### config.mk
export PLATFORM = sky130hd
export DESIGN_NAME = ir_ac_frame_transmitter_unit
export DESIGN_NICKNAME = d
export VERILOG_FILES = /design/src/design/ir_ac_pkg.sv /design/src/design/ir_ac_frame_transmitter_unit.sv /design/src/design/ir_ac_cfg_regs.sv /design/src/design/ir_ac_seq.sv
export SDC_FILE = /design/constraint.sdc
export NUM_CORES = 1
export LEC_CHECK = 0
export ABC_AREA = 0
export ABC_CLOCK_PERIOD_IN_PS = 4740
export BUFFER_PORTS_ARGS = -buffer_cell sky130_fd_sc_hd__buf_2
export CORE_ASPECT_RATIO = 0.75
export CORE_UTILIZATION = 44
export DETAILED_ROUTE_END_ITERATION = 6
export PLACE_DENSITY = 0.61
export SETUP_SLACK_MARGIN = 0.02
export SKIP_CTS_REPAIR_TIMING = 1
export SLEW_MARGIN = 0
export SYNTH_ARGS = -nofsm -noshare
export SYNTH_HDL_FRONTEND = slang
export SYNTH_SLANG_ARGS = --single-unit
### constraint.sdc
create_clock -name clk -period 4.74 [get_ports clk]
set_input_delay 0.948 -clock clk [delete_from_list [all_inputs] [get_ports clk]]
set_output_delay 0.948 -clock clk [all_outputs]
set_load 0.01 [all_outputs]
### src/design/ir_ac_pkg.sv
// Shared types, constants and helpers for the IR air-conditioner frame transmitter.
// No dependencies; used by every module of the block.
package ir_ac_pkg;

  localparam int TICK_W     = 16;  // tick counter width, 13..32
  localparam int CFG_W      = 16;  // widest configuration register
  localparam int CFG_IDX_W  = 3;
  localparam int BYTE_W     = 8;
  localparam int POS_W      = 6;
  localparam logic [POS_W-1:0] FRAME_BITS = POS_W'(48);

  localparam logic [15:0] MARK_RST       = 16'd540;
  localparam logic [15:0] ONE_SPACE_RST  = 16'd1620;
  localparam logic [15:0] ZERO_SPACE_RST = 16'd540;
  localparam logic [15:0] HDR_MARK_RST   = 16'd4400;
  localparam logic [15:0] HDR_SPACE_RST  = 16'd4400;
  localparam logic [15:0] GAP_SPACE_RST  = 16'd5220;
  localparam logic [7:0]  ADDR_RST       = 8'hB2;

  typedef enum logic [CFG_IDX_W-1:0] {
    REG_MARK       = 3'd0,
    REG_ONE_SPACE  = 3'd1,
    REG_ZERO_SPACE = 3'd2,
    REG_HDR_MARK   = 3'd3,
    REG_HDR_SPACE  = 3'd4,
    REG_GAP_SPACE  = 3'd5,
    REG_ADDR       = 3'd6
  } reg_idx_t;

  typedef enum logic [7:0] {
    PH_IDLE      = 8'b0000_0001,
    PH_HDR_MARK  = 8'b0000_0010,
    PH_HDR_SPACE = 8'b0000_0100,
    PH_BIT_MARK  = 8'b0000_1000,
    PH_BIT_SPACE = 8'b0001_0000,
    PH_GAP_MARK  = 8'b0010_0000,
    PH_GAP_SPACE = 8'b0100_0000,
    PH_STOP_MARK = 8'b1000_0000
  } phase_t;

  typedef struct packed {
    logic [15:0]       mark_ticks;
    logic [15:0]       one_space_ticks;
    logic [15:0]       zero_space_ticks;
    logic [15:0]       header_mark_ticks;
    logic [15:0]       header_space_ticks;
    logic [15:0]       gap_space_ticks;
    logic [BYTE_W-1:0] address_byte;
  } cfg_t;

  typedef struct packed {
    logic carrier_on;
    logic busy_res;
    logic frame_done;
    logic start_rejected;
  } res_t;

  // Segment length: zero acts as one tick, anything above the counter range saturates.
  function automatic logic [TICK_W-1:0] load_len(input logic [15:0] v);
    logic [31:0] ext;
    logic [31:0] cmax;
    ext  = 32'(v);
    cmax = 32'((64'd1 << TICK_W) - 64'd1);
    if (v == 16'd0) begin
      return TICK_W'(1);
    end else if (ext > cmax) begin
      return TICK_W'(cmax);
    end else begin
      return TICK_W'(ext);
    end
  endfunction

endpackage

### src/design/ir_ac_frame_transmitter_unit.sv
// IR air-conditioner frame transmitter, top level.
// A request's result is written into the output register on acceptance and appears there in the next cycle.
// Throughput: one request per cycle while in_stall is low; a held result is replaced in the cycle it is taken.
// The sequencer updates on acceptance, so the next request follows with no gap.
// Reset (rst_n low, synchronous): idle, no result held, registers at default timings.
// Depends on ir_ac_pkg, ir_ac_cfg_regs and ir_ac_seq.
module ir_ac_frame_transmitter_unit (
  input  logic                            clk,
  input  logic                            rst_n,
  input  logic                            in_valid,
  output logic                            in_stall,
  input  logic                            in_action,
  input  logic [ir_ac_pkg::BYTE_W-1:0]    in_mode_byte,
  input  logic [ir_ac_pkg::BYTE_W-1:0]    in_temp_byte,
  output logic                            out_valid,
  input  logic                            out_stall,
  output logic                            out_carrier_on,
  output logic                            out_busy_res,
  output logic                            out_frame_done,
  output logic                            out_start_rejected,
  input  logic                            cfg_we,
  input  logic [ir_ac_pkg::CFG_IDX_W-1:0] cfg_index,
  input  logic [ir_ac_pkg::CFG_W-1:0]     cfg_wdata
);
  import ir_ac_pkg::*;

  cfg_t cfg;
  res_t res;
  res_t res_r;
  logic out_valid_r, out_valid_nxt;
  logic req_acc;

  // hold off new requests only while a result waits and is itself stalled
  assign in_stall = out_valid_r & out_stall;
  assign req_acc  = in_valid & ~in_stall;

  ir_ac_cfg_regs u_cfg (
    .clk       (clk),
    .rst_n     (rst_n),
    .cfg_we    (cfg_we),
    .cfg_index (cfg_index),
    .cfg_wdata (cfg_wdata),
    .cfg       (cfg)
  );

  ir_ac_seq u_seq (
    .clk       (clk),
    .rst_n     (rst_n),
    .req_acc   (req_acc),
    .action    (in_action),
    .mode_byte (in_mode_byte),
    .temp_byte (in_temp_byte),
    .cfg       (cfg),
    .res       (res)
  );

  assign out_valid_nxt = req_acc | (out_valid_r & out_stall);

  always_ff @(posedge clk) begin
    if (!rst_n) begin
      out_valid_r <= 1'b0;
    end else begin
      out_valid_r <= out_valid_nxt;
    end
  end

  always_ff @(posedge clk) begin
    if (req_acc) begin
      res_r <= res;
    end
  end

  assign out_valid          = out_valid_r;
  assign out_carrier_on     = res_r.carrier_on;
  assign out_busy_res       = res_r.busy_res;
  assign out_frame_done     = res_r.frame_done;
  assign out_start_rejected = res_r.start_rejected;

endmodule

### src/design/ir_ac_cfg_regs.sv
// Configuration register bank of the IR frame transmitter.
// Depends on ir_ac_pkg for the register indexes, reset values and cfg_t.
module ir_ac_cfg_regs (
  input  logic                           clk,
  input  logic                           rst_n,
  input  logic                           cfg_we,
  input  logic [ir_ac_pkg::CFG_IDX_W-1:0] cfg_index,
  input  logic [ir_ac_pkg::CFG_W-1:0]     cfg_wdata,
  output ir_ac_pkg::cfg_t                cfg
);
  import ir_ac_pkg::*;

  cfg_t cfg_r;
  cfg_t cfg_nxt;

  always_comb begin
    cfg_nxt = cfg_r;
    if (cfg_we) begin
      unique case (cfg_index)
        REG_MARK:       cfg_nxt.mark_ticks         = cfg_wdata;
        REG_ONE_SPACE:  cfg_nxt.one_space_ticks    = cfg_wdata;
        REG_ZERO_SPACE: cfg_nxt.zero_space_ticks   = cfg_wdata;
        REG_HDR_MARK:   cfg_nxt.header_mark_ticks  = cfg_wdata;
        REG_HDR_SPACE:  cfg_nxt.header_space_ticks = cfg_wdata;
        REG_GAP_SPACE:  cfg_nxt.gap_space_ticks    = cfg_wdata;
        REG_ADDR:       cfg_nxt.address_byte       = cfg_wdata[BYTE_W-1:0];
        default:        cfg_nxt = cfg_r;  // drop writes beyond the bank
      endcase
    end
  end

  always_ff @(posedge clk) begin
    if (!rst_n) begin
      cfg_r.mark_ticks         <= MARK_RST;
      cfg_r.one_space_ticks    <= ONE_SPACE_RST;
      cfg_r.zero_space_ticks   <= ZERO_SPACE_RST;
      cfg_r.header_mark_ticks  <= HDR_MARK_RST;
      cfg_r.header_space_ticks <= HDR_SPACE_RST;
      cfg_r.gap_space_ticks    <= GAP_SPACE_RST;
      cfg_r.address_byte       <= ADDR_RST;
    end else begin
      cfg_r <= cfg_nxt;
    end
  end

  assign cfg = cfg_r;

endmodule

### src/design/ir_ac_seq.sv
// Segment sequencer: phase, bit position, frame flag, tick counter and held bytes.
// Depends on ir_ac_pkg; produces the result of the request accepted this cycle.
module ir_ac_seq (
  input  logic                         clk,
  input  logic                         rst_n,
  input  logic                         req_acc,
  input  logic                         action,
  input  logic [ir_ac_pkg::BYTE_W-1:0] mode_byte,
  input  logic [ir_ac_pkg::BYTE_W-1:0] temp_byte,
  input  ir_ac_pkg::cfg_t              cfg,
  output ir_ac_pkg::res_t              res
);
  import ir_ac_pkg::*;

  phase_t              phase_r, phase_nxt;
  logic [POS_W-1:0]    pos_r, pos_nxt;
  logic                second_r, second_nxt;
  logic [TICK_W-1:0]   ticks_r, ticks_nxt;
  logic [BYTE_W-1:0]   mode_r, mode_nxt;
  logic [BYTE_W-1:0]   temp_r, temp_nxt;

  logic [BYTE_W-1:0]   cur_byte;
  logic                cur_bit;
  logic                level;
  logic [POS_W-1:0]    pos_inc;

  // Bit to send: byte chosen by the upper position bits, MSB first.
  always_comb begin
    unique case (pos_r[5:3])
      3'd0:    cur_byte = cfg.address_byte;
      3'd1:    cur_byte = ~cfg.address_byte;
      3'd2:    cur_byte = mode_r;
      3'd3:    cur_byte = ~mode_r;
      3'd4:    cur_byte = temp_r;
      default: cur_byte = ~temp_r;
    endcase
    cur_bit = cur_byte[3'd7 - pos_r[2:0]];
  end

  assign level = (phase_r == PH_HDR_MARK) || (phase_r == PH_BIT_MARK) ||
                 (phase_r == PH_GAP_MARK) || (phase_r == PH_STOP_MARK);
  assign pos_inc = pos_r + POS_W'(1);

  always_comb begin
    phase_nxt  = phase_r;
    pos_nxt    = pos_r;
    second_nxt = second_r;
    ticks_nxt  = ticks_r;
    mode_nxt   = mode_r;
    temp_nxt   = temp_r;
    res        = '0;

    if (req_acc) begin
      if (action) begin
        res.busy_res = 1'b1;
        if (phase_r != PH_IDLE) begin
          res.start_rejected = 1'b1;
          res.carrier_on     = level;
        end else begin
          mode_nxt   = mode_byte;
          temp_nxt   = temp_byte;
          second_nxt = 1'b0;
          pos_nxt    = '0;
          phase_nxt  = PH_HDR_MARK;
          ticks_nxt  = load_len(cfg.header_mark_ticks);
        end
      end else if (phase_r != PH_IDLE) begin
        res.busy_res   = 1'b1;
        res.carrier_on = level;
        if (ticks_r > TICK_W'(1)) begin
          ticks_nxt = ticks_r - TICK_W'(1);
        end else begin
          // segment over: load the next one
          unique case (phase_r)
            PH_HDR_MARK: begin
              phase_nxt = PH_HDR_SPACE;
              ticks_nxt = load_len(cfg.header_space_ticks);
            end
            PH_HDR_SPACE: begin
              phase_nxt = PH_BIT_MARK;
              pos_nxt   = '0;
              ticks_nxt = load_len(cfg.mark_ticks);
            end
            PH_BIT_MARK: begin
              phase_nxt = PH_BIT_SPACE;
              ticks_nxt = load_len(cur_bit ? cfg.one_space_ticks : cfg.zero_space_ticks);
            end
            PH_BIT_SPACE: begin
              if (pos_inc >= FRAME_BITS) begin
                pos_nxt   = '0;
                phase_nxt = second_r ? PH_STOP_MARK : PH_GAP_MARK;
              end else begin
                pos_nxt   = pos_inc;
                phase_nxt = PH_BIT_MARK;
              end
              ticks_nxt = load_len(cfg.mark_ticks);
            end
            PH_GAP_MARK: begin
              phase_nxt = PH_GAP_SPACE;
              ticks_nxt = load_len(cfg.gap_space_ticks);
            end
            PH_GAP_SPACE: begin
              second_nxt = 1'b1;
              phase_nxt  = PH_HDR_MARK;
              ticks_nxt  = load_len(cfg.header_mark_ticks);
            end
            PH_STOP_MARK: begin
              phase_nxt      = PH_IDLE;
              second_nxt     = 1'b0;
              pos_nxt        = '0;
              ticks_nxt      = '0;
              res.frame_done = 1'b1;
            end
            default: begin
              phase_nxt = PH_IDLE;
              ticks_nxt = '0;
            end
          endcase
        end
      end
    end
  end

  always_ff @(posedge clk) begin
    if (!rst_n) begin
      phase_r  <= PH_IDLE;
      pos_r    <= '0;
      second_r <= 1'b0;
      ticks_r  <= '0;
    end else begin
      phase_r  <= phase_nxt;
      pos_r    <= pos_nxt;
      second_r <= second_nxt;
      ticks_r  <= ticks_nxt;
    end
  end

  always_ff @(posedge clk) begin
    if (!rst_n) begin
      mode_r <= '0;
      temp_r <= '0;
    end else begin
      mode_r <= mode_nxt;
      temp_r <= temp_nxt;
    end
  end

endmodule
After elaboration in Yosys (flattened, before gate mapping)
Cells that the tools add are included.

Add/sub/neg operators: 3. Order comparisons: 3. Eq/ne operators: 20. Muxes and demuxes: 38. Bitwise operators: 8. Reduce and logical (&&, ||, !) cells: 28.

Operators with widths (number): $mux 16 (10); $logic_not 16->1 (5); $pmux 16 s5 (1); $mux 8 (6); $pmux 8 s6 (1); $pmux 8 s5 (1); $mux 6 (5); $not 8->8 (3); $gt 16x1->1 const B (1); $sub 16x1->16 const B (1); $reduce_and 2->1 (7); $eq 3x2->1 const B (4); $eq 3x3->1 const B (4); $pmux 6 s2 (1); $reduce_and 5->1 (2); $mux 1 (9); $eq 8x2->1 const B (1); $eq 8x3->1 const B (1); $eq 8x4->1 const B (1); $eq 8x5->1 const B (1); $eq 8x6->1 const B (1); $eq 8x7->1 const B (1); $eq 8x8->1 const B (1); $ne 8x1->1 const B (1); 21 further kinds (31).

Flip-flop bits (word level): 156. Bits of input ports: 41. Output and inout port bits: 6. Word-level logic and storage cells: 118.

Logic depth before layout (Yosys ltp)
Depth in word-level cells: 11. Mapped depth: 13. Depth with buffers taken out: 10.

Cells and area by module
From an unflattened synthesis, not the netlist that was laid out.

Cells, all modules: 905. Area total of the unflattened synthesis: 8179.1 um^2.

Modules (own cells, without submodules): ir_ac_seq (instances 1, cells each 522, area each 4081.4 um^2, sequential area each 940.9 um^2); ir_ac_cfg_regs (instances 1, cells each 375, area each 3935.0 um^2, sequential area each 2082.0 um^2); ir_ac_frame_transmitter_unit (instances 1, cells each 8, area each 162.7 um^2, sequential area each 140.1 um^2).

Worst setup path after synthesis
No wires, ideal clock.

Path kind: input to register. Start: input port in_action. End: register u_seq.ticks_r[8]. Library setup time: 0.106 ns. Arrival time: 2.876 ns. Data required time: 4.634 ns. Setup slack: 1.758 ns. Stages: 10. Path buffers: 4. Path through: inv_1 clkbuf_1 clkbuf_1 ha_1 and3_1 clkbuf_1 and2_1 clkbuf_1 o21ai_0 o311ai_0.

Longest elaborated chain between the ends: 2. Elaborated cells between the ends (all ways): 4. Those cells by class: 1 x eq/ne; 1 x mux; 2 x reduce/logical.

Ends and longest elaborated chain: start: declaration (line ir_ac_frame_transmitter_unit.sv:12) `input logic in_action,`; $ne 2x2->1 (no line) / $reduce_bool 2->1 (equally long branches); $reduce_and 3->1 (no line); end signal: assignment (line ir_ac_seq.sv:134) `ticks_r <= ticks_nxt;`; end: declaration (line ir_ac_seq.sv:18) `logic [TICK_W-1:0] ticks_r, ticks_nxt;`.

Parallel ways exist; a longest one is shown, timed or not. A chain may end at the register's enable or synchronous reset.

Final worst setup path
Start: register u_seq.phase_r[2]. End: register u_seq.ticks_r[8].

Longest elaborated chain between the ends: 6. Elaborated cells between the ends (all ways): 15. Those cells by class: 8 x eq/ne; 4 x mux; 3 x reduce/logical.

Ends and longest elaborated chain: start: declaration (line ir_ac_seq.sv:15) `phase_t phase_r, phase_nxt;`; start signal: assignment (line ir_ac_seq.sv:131) `phase_r <= phase_nxt;`; $eq 8x3->1 / $eq 8x5->1 (equally long branches); $reduce_or 2->1 (no line); $pmux 16 s5 (line ir_ac_seq.sv:74) `unique case (phase_r)`; $mux 16 (line ir_ac_seq.sv:70) `if (ticks_r > TICK_W'(1)) begin`; $mux 16 (line ir_ac_seq.sv:67) `end else if (phase_r != PH_IDLE) begin`; $mux 16 (line ir_ac_seq.sv:54) `if (action) begin`.

Parallel ways exist; a longest one is shown, timed or not. The select of a mux whose other input is x is not followed.

==> flow_summary.ini <==
[sta]
fin_ws_ns = 1.37
slew_violations = 0
fin_skew_ns = 0.0135
fin_setup_tns_ns = 0
layout_min_cycle_time_ns = 3.37
fmax_mhz = 297
setup_viol = 0
fin_crit_sh_pct = 71.0
finalHoldViolCount = 0
relSlewSlack_pct = 19.4
tightest_slew_ns = 1.20
rsz0062_at_grt = no

[synthesis]
synthMuxAreaShare_pct = 3.84
syn-num-nets = 1038
avgSynthCellArea_um2 = 8.00
synthAdderAreaFrac_pct = 0.947
synth_top_area_share_pct = 38.4
synth_most_common_cell = nand2_1
ys_types = 71
synthXorXnorAreaFrac_pct = 2.76
synth-simple-area-share_pct = 27.6
async_flop_share_pct = 0
synth_top_family_by_area = simple AND/OR/NAND/NOR gates
synthTopCellsByArea = dfxtp_1 (38%), nand2_1 (13%), a21boi_0 (9.0%), mux2i_1 (3.4%), nand3_1 (3.0%)
yosysTopAreaCell = dfxtp_1
netlist_area_mm2 = 0.00792
synth-compound-area-share_pct = 20.9
ys_seq_area_share_pct = 39.9
synthTopCellsByCount = nand2_1 (276), dfxtp_1 (152), a21boi_0 (95)
ys.flop_type = dfxtp_1
ys_warn_count = 0
synth-edff-count = 4
ys_ff_latch = 156
synthCells = 991

[floorplan]
die_h_um = 118
core-area_mm2 = 0.0177
io_pins = 47
start_util_pct = 44.9
die_w_um = 157
die-area_mm2 = 0.0186
fp-row-count = 42

[place]
preCtsSetupSlack_ns = 1.29
place.gp.congestion = 0.912
dp_hpwl_um = 17000
portBuffers = 46

[drt]
antenna_left = 0
drcViolationCount = 1
via_per_inst = 5.83
drt_iter0_markers = 891
wl_per_cell_um = 19.2
firstDrtPassIters = 7
vias = 7298
totalWireLength_um = 24000

[job]
drv_cap = 0

[cts]
clkLatencyLatePin_ns = 0.43
root_buffer = clkbuf_16
cts.clk_slew.worst_paths_ns = 0.07
h-tree-depth = 4
cts_buffer_depth = 2
cts_tree = built
clock_sinks = 156
cts_buffers = 17

[setup_path]
crit_start = u_seq.phase_r[2]
path_max_fanout = 16
crit_chain = nor4_1 -> nand4b_1 -> inv_1 -> ha_1 -> and3_1 -> and2_1 -> o21ai_0 -> o311ai_0
slowest_stage = nor4_1
worstPathRequired_ns = 5.05
r2r_start = u_seq.phase_r[2]
reg2reg_depth = 8
cp.arrival_ns = 3.68
critPathCaptureType = register
critPathLaunchType = register
r2r_end = u_seq.ticks_r[8]
cpPeakStageDelay_ns = 0.68
crit_type = register to register
ff2ff_setup_slack_ns = 1.37
cp_top_family = simple AND/OR/NAND/NOR gates
cp.buffers_inverters = 1

[layout]
final_util_pct = 50.3
syn_to_final_growth_pct = 12.0
drive_above_1_share_pct = 9.80
n_antenna_cell = 0
fillCellCount = 1740
final_net_count = 1044

[grt]
grt_pass1_vias = 6616
grt_first_pass_wirelength_um = 38100
grt_max_degree = 78
grt_use_total_pct = 27.1
grt_overflow_total = 0
antenna_found_initial = 0

[worst_hold_path]
holdCritStartpoint = u_seq.mode_r[7]
whs_path_depth = 2
whs_endpoint = u_seq.mode_r[7]
hold_class = register to register

[power]
peakVddDrop_uv = 221
power_density_mw_per_mm2 = 400
p_leak_nw = 3.25

[status]
status = finished, violations left
violations = design-rule violations
-- cell families after synthesis --
logic type	Yosys count
buf+inv	79
xor+xnor	25
compound gates	218
simple gates	478
mux	29
flops	156
fa+ha+maj	6
-- flip-flops by register name (all words and copies together), names as in the netlist --
signal              count
out_start_rejected      1
out_valid               1
u_seq.phase_r           8
u_seq.mode_r            8
out_frame_done          1
u_seq.pos_r             6
u_seq.second_r          1
out_busy_res            1
u_seq.temp_r            8
u_cfg.cfg             104
u_seq.ticks_r          16
out_carrier_on          1
-- power by group --
part	internal, mW	switching, mW	total [mW]
combinational	0.236	0.402	0.638
sequential	1.38	0.0706	1.45
clock	0.887	0.577	1.46
-- worst max path at each step --
stage                                  end  slack [ns]  cells past startpoint
after floorplan           u_seq.ticks_r[8]        1.76                     10
after global placement    u_seq.ticks_r[8]        1.45                      7
after detailed placement  u_seq.ticks_r[8]        1.29                      7
after CTS                 u_seq.ticks_r[8]        1.49                      8
after global routing      u_seq.ticks_r[6]        1.03                      9
final                     u_seq.ticks_r[8]        1.37                      8
-- layout by cell type (no fill, tap or decap), types with 8 or more instances in the layout --
cell	instances
nand3_1	47
buf_2	45
nand2b_1	15
inv_1	13
nor3_1	21
mux2i_1	27
nor2_1	34
xor2_1	14
a22oi_1	10
nor4_1	26
nor2b_1	11
dfxtp_1	152
buf_4	8
a21boi_0	95
xnor2_1	11
a222oi_1	8
a21oi_1	11
nand2_1	276
clkbuf_16	17
o221ai_1	8
o21ai_0	21
-- per-layer routing --
| metal | routed length (um) | vias to the layer above | track usage [%] |
|---|---|---|---|
| li1 | - | 3524 | - |
| met1 | 11900 | 3436 | 41.9 |
| met2 | 9680 | 310 | 36.3 |
| met3 | 2040 | 28 | 6.23 |
| met4 | 448 | 0 | 8.39 |
| met5 | 0 | - | 0 |
-- through the flow --
step | instances | total power, mW | hold slack (ns) | area (um2)
detailed placement | 1220 | 2.10 | 0.460 | 8260
floorplan | 991 | 1.92 | 0.440 | 7920
finish | 1252 | 3.55 | 0.465 | 8880
global route | 1252 | 3.70 | 0.490 | 8880
CTS | 1252 | 3.55 | 0.470 | 8880
global placement | 1220 | 2.09 | 0.458 | 8260
-- worst register-to-register path, stage by stage, from the launching register on --
cell and delay (ns):
dfxtp_1 0.40, nor4_1 0.68, nand4b_1 0.25, inv_1 0.18
ha_1 0.15, and3_1 0.55, and2_1 0.50, o21ai_0 0.20
o311ai_0 0.33
-- final cells by class --
class | instances | area, um2 | area share (%)
clock inverter | 13 | 189 | 2.13
sequential | 156 | 3160 | 35.6
clock buffer | 19 | 433 | 4.88
tap | 242 | 303 | 3.41
multi-input combinational | 756 | 4460 | 50.2
timing repair buffer | 53 | 285 | 3.21
inverter | 13 | 48.8 | 0.550
Note: power is estimated with default switching activity, not from simulation.
